[config.mk]
export PLATFORM = sky130hd
export DESIGN_NAME = sem_lane
export DESIGN_NICKNAME = d
export VERILOG_FILES = /design/src/hw/rtl/sem_pkg.sv /design/src/hw/rtl/sem_lane.sv
export SDC_FILE = /design/constraint.sdc
export NUM_CORES = 1
export LEC_CHECK = 0
export BUFFER_PORTS_ARGS = -buffer_cell sky130_fd_sc_hd__buf_2
export CAP_MARGIN = 20
export CORE_MARGIN = 4
export CORE_UTILIZATION = 55
export CTS_BUF_LIST = sky130_fd_sc_hd__clkbuf_8
export CTS_CLUSTER_DIAMETER = 200
export DETAILED_ROUTE_END_ITERATION = 16
export GPL_TIMING_DRIVEN = 0
export PLACE_DENSITY = 0.76
export SETUP_SLACK_MARGIN = 0.3
export SLEW_MARGIN = 20
export SYNTH_ARGS = -nofsm -noshare
export SYNTH_HDL_FRONTEND = slang
export SYNTH_SLANG_ARGS = --single-unit
[constraint.sdc]
create_clock -name clk_i -period 7.5 [get_ports clk_i]
set_input_delay 1.5 -clock clk_i [delete_from_list [all_inputs] [get_ports clk_i]]
set_output_delay 1.5 -clock clk_i [all_outputs]
set_load 0.01 [all_outputs]
[src/hw/rtl/sem_pkg.sv]
`timescale 1ns / 1ps
package sem_pkg;

  localparam int PIX_W     = 33;
  localparam int CFG_IDX_W = 2;
  localparam int CFG_DAT_W = 16;

  typedef enum logic {
    OP_PIXEL = 1'b0,
    OP_FLUSH = 1'b1
  } op_e;

  typedef enum logic [CFG_IDX_W-1:0] {
    CFG_WIDTH  = 2'd0,
    CFG_HEIGHT = 2'd1,
    CFG_SENS   = 2'd2,
    CFG_NONE   = 2'd3
  } cfg_idx_e;

  typedef enum logic [1:0] {
    ST_IDLE,
    ST_LOAD,
    ST_START,
    ST_CALC
  } sem_state_e;

  // window[row*3+col], row 0 on top, col 0 on the left; bit 32 is the select flag
  typedef logic [8:0][PIX_W-1:0] win_t;
  typedef logic [8:0][7:0]       chan_win_t;

  typedef struct packed {
    logic shift;
    logic wr;
    logic first;
    logic top_mid;
    logic bot_mid;
  } lb_ctrl_t;

  // Window shifted once more with its right column replicated (last pixel of a row).
  function automatic win_t edge_right(input win_t w);
    win_t q;
    for (int r = 0; r < 3; r++) begin
      q[r*3]   = w[r*3+1];
      q[r*3+1] = w[r*3+2];
      q[r*3+2] = w[r*3+2];
    end
    return q;
  endfunction

endpackage

[src/hw/rtl/sem_lane.sv]
`timescale 1ns / 1ps
module sem_lane
  import sem_pkg::*;
(
  input  logic      clk_i,
  input  logic      rst_ni,
  input  logic      start_i,
  input  chan_win_t chan_i,
  input  logic [3:0] sens_i,
  output logic [7:0] mag_o,
  output logic      done_o
);

  localparam logic [3:0] STEP_LAST = 4'd9;

  logic signed [11:0] e [9];
  logic signed [11:0] gx_d, gy_d, gx_q, gy_q;
  logic signed [23:0] sqx, sqy;
  logic [20:0] s_q;
  logic [7:0]  kk_q;
  logic [28:0] v_full;
  logic [15:0] v_q;
  logic        sat_q;
  logic [7:0]  root_q, bit_m, t;
  logic [15:0] tt;
  logic [3:0]  step_q;
  logic        busy_q, done_q;

  always_comb begin
    for (int i = 0; i < 9; i++) begin
      e[i] = $signed({4'b0, chan_i[i]});
    end
    gx_d = e[2] + e[8] + (e[5] <<< 1) - e[0] - e[6] - (e[3] <<< 1);
    gy_d = e[6] + e[8] + (e[7] <<< 1) - e[0] - e[2] - (e[1] <<< 1);
    sqx    = gx_q * gx_q;
    sqy    = gy_q * gy_q;
    v_full = 29'(s_q) * 29'(kk_q);
    bit_m  = 8'h80 >> 3'(step_q - 4'd2);
    t      = root_q | bit_m;
    tt     = 16'(t) * 16'(t);
  end

  always_ff @(posedge clk_i) begin
    if (start_i) begin
      gx_q <= gx_d;
      gy_q <= gy_d;
      kk_q <= 8'(sens_i) * 8'(sens_i);
    end
    if (busy_q && step_q == 4'd0) begin
      s_q <= 21'(sqx[20:0]) + 21'(sqy[20:0]);
    end
    if (busy_q && step_q == 4'd1) begin
      v_q   <= v_full[17:2];
      sat_q <= |v_full[28:18];
      root_q <= '0;
    end
    if (busy_q && step_q >= 4'd2 && tt <= v_q) begin
      root_q <= t;
    end
  end

  always_ff @(posedge clk_i or negedge rst_ni) begin
    if (!rst_ni) begin
      busy_q <= 1'b0;
      done_q <= 1'b0;
      step_q <= '0;
    end else if (start_i) begin
      busy_q <= 1'b1;
      done_q <= 1'b0;
      step_q <= '0;
    end else if (busy_q) begin
      step_q <= step_q + 4'd1;
      if (step_q == STEP_LAST) begin
        busy_q <= 1'b0;
        done_q <= 1'b1;
      end
    end
  end

  assign mag_o  = sat_q ? 8'hFF : root_q;
  assign done_o = done_q;

endmodule

==> metrics <==
Die W 204 um; worst r2r src gx_q[2]; sequence of cells on the critical path buf_2 > nand2_1 > inv_1 > fa_1 > fa_1 > inv_1 > fa_1 > inv_1 > fa_1 > inv_1 > fa_1 > fa_1 > inv_1 > fa_1 > ha_1 > or2_2 > a21oi_1 > a21oi_1 > and4_1 > o31ai_4 > o211ai_1 > a21oi_1 > xnor2_1; GRT Overall Usage 0.225; Hold Crit Class register to register; I/O pins 88; outcome completed; CTS Buf Count 9; vias in the first global route 16200; CORE AREA between 0.03 and 0.04 mm2; Area growth syn-to-layout 6.76%; RD Place Congestion 0.896; Crit-path slowest cell fa_1; vias per cell 5.17; worst r2r path cells 23; synthesized flop and latch total 83; initial antenna violation count 1; metal3 WL 1.84 mm; grt total ovfl 0; Hold Crit Endpoint done_o; crit share post-route 0.926; Root Driver clkbuf_8; Routed WL per cell 15.9 um; hold buffers post-CTS 0; top cell family by delay on the critical path adder cells; Worst Setup Start Kind register; Fmax 0.144 GHz; via count around 14000; Port-buffer cells between 70 and 80; CP most frequent cell fa_1; fin. max-slew vios 0; HPWL after DPL 39.0 mm; clk sinks 83; initial drt markers 704; minimum clock period 6.94 ns; wl on met1 16.8 mm; critical path class register to register; count of cell types in the netlist 60; WHS Path Cells 2; Reg-to-Reg End s_q[20]; Post-Route WL ~44 mm; DRC viols 0; register area share after synthesis 0.117; Synth area leaders fa_1 (39%), ha_1 (15%), edfxtp_1 (11%), inv_1 (10%), and2_1 (6.2%); drt first pass iters 5; latest clock arrival within the worst-skew pair 0.40 ns; area of the die 0.0414 mm2; dominant synthesized flop cell edfxtp_1; pin count of the biggest net entering global routing 38; relative slew slack 0.383; min setup slack post-route roughly 0.56 ns; clk slew on worst S/H paths 0.10 ns; Clock Tree Buf Depth 2; Worst Path Arrival between 7 and 8 ns; nets@finish 3002; Yosys warnings 0; ANT cells 0; Hold Startpoint done_o; Die Span Y ~200 um; Reg2Reg Setup Slack 0.56 ns; layout cell share with drive strength beyond 1 0.0695; DR WL met2 23.7 mm; commonest cells in the netlist inv_1 (567), fa_1 (407), ha_1 (248); Synth area leader fa_1; Post-synth ARST share 0.0723; Hold Slack 0.551 ns; worst path bufs/invs 6; Worst EP required 7.64 ns; RSZ-0062 raised after global routing no; most instantiated library cell after synthesis inv_1; Syn Std Cell Area 0.0210 mm2; # Max-Cap Violations 0; CP endpoint kind register; Yosys top cell area share 0.388; first-pass GRT wire length approximately 75 mm; clk_skew 0.0208 ns; Max H-tree Level 3; CTS tree built; Cells after Synth 2170; antenna viol nets, final 0; Final Hold Fails 0; crit-path max FO 10; dpl ws -0.228 ns; max incr delay on CP 0.54 ns; Starting Density 0.558; Avg Synthesized Cell Area about 9.7 um2; Least-Margin Pin Slew 0.925 ns; num rows 71; Post-synth EDFFs 77; Final setup viols 0; Max Used Layer met5
## worst reg2reg max path, cell delays in order, from the launching register on
cell and delay, ns:
edfxtp_1 0.53, buf_2 0.30, nand2_1 0.13, inv_1 0.09, fa_1 0.44, fa_1 0.54
inv_1 0.05, fa_1 0.52, inv_1 0.05, fa_1 0.51, inv_1 0.06, fa_1 0.49
fa_1 0.51, inv_1 0.05, fa_1 0.43, ha_1 0.33, or2_2 0.33, a21oi_1 0.16
a21oi_1 0.08, and4_1 0.26, o31ai_4 0.39, o211ai_1 0.16, a21oi_1 0.19, xnor2_1 0.09
## flip-flops by register name (all words and copies together), names as in the netlist
signal and cells:
kk_q 7, sat_q 1, gy_q 12, gx_q 12
root_q 8, s_q 21, step_q 4, v_q 16
busy_q 1, done_o 1
## how the worst max path moves through the flow
stage | start | endpoint | slack (ns) | cells past startpoint
finish | gx_q[2] | s_q[20] | 0.56 | 23
global route | gx_q[2] | s_q[20] | 0.29 | 23
CTS | step_q[2] | root_q[7] | 0.30 | 26
detailed placement | step_q[2] | root_q[7] | -0.23 | 26
global placement | step_q[1] | root_q[7] | -0.07 | 26
floorplan | step_q[1] | root_q[0] | 0.74 | 26
## final cells by class
| class | count | area [um2] |
|---|---|---|
| repair buffers | 86 | 448 |
| multi-input cells | 1473 | 16300 |
| plain buffers | 48 | 210 |
| fillers | 3226 | 15200 |
| clock inverters | 6 | 71.3 |
| well taps | 511 | 639 |
| inverters | 567 | 2130 |
| clock buffers | 10 | 138 |
| flip-flops and latches | 83 | 2460 |
## cells in the final DEF, fill, tap and decap left out, drive strengths merged, types with 2 or more instances in the layout
master      n
a211oi      2
a21o       24
a21oi      77
a31oi       7
and2      207
and3        4
buf        89
clkbuf     55
clkinvlp    2
conb        2
dfrtp       6
edfxtp     77
fa        407
ha        248
inv       570
nand2     105
nand2b     21
nand3      11
nand4       5
nor2       75
nor2b      19
nor3       13
nor3b       3
nor4        5
o2111ai     3
o211ai      4
o21a       11
o21ai      34
o21bai     19
o221ai      2
o22ai       3
o31a        4
o31ai       2
o41ai       5
or2        17
or3         3
xnor2      89
xor2       25
## metal layers
| layer | vias up | track usage |
|---|---|---|
| li1 | 6787 | - |
| met1 | 7205 | 0.255 |
| met2 | 292 | 0.425 |
| met3 | 103 | 0.0343 |
| met4 | 2 | 0.0887 |
| met5 | - | 0 |
## cells by family after synthesis
kind of cell,after synthesis,synth area share
flip-flops,83,0.117
AND/OR/NAND/NOR,495,0.125
buffers and inverters,615,0.110
XOR/XNOR,114,0.0475
other,1,0.000178
multiplexers,2,0.00101
adder cells (fa/ha/maj),655,0.535
AO/OA/AOI/OAI,205,0.0637
## metrics by stage
step	setup TNS [ns]	util	instances	area, um2
after floorplan	0	-	2171	21000
after global placement	-0.562	0.586	2761	22100
after detailed placement	-1.83	0.586	2763	22100
after CTS	0	0.593	2779	22300
after global routing	0	0.596	2784	22400
final	0	0.596	2784	22400
## repair_timing
action                                  in CTS  in global routing
pin swaps                                    0                  1
endpoints found under the setup margin      17                 20
buffers inserted                             0                  5
resized for setup                           14                 37
Power is left out: the tool's default activity adds up to more than one toggle a clock period on the data nets, which glitch-free logic cannot reach.
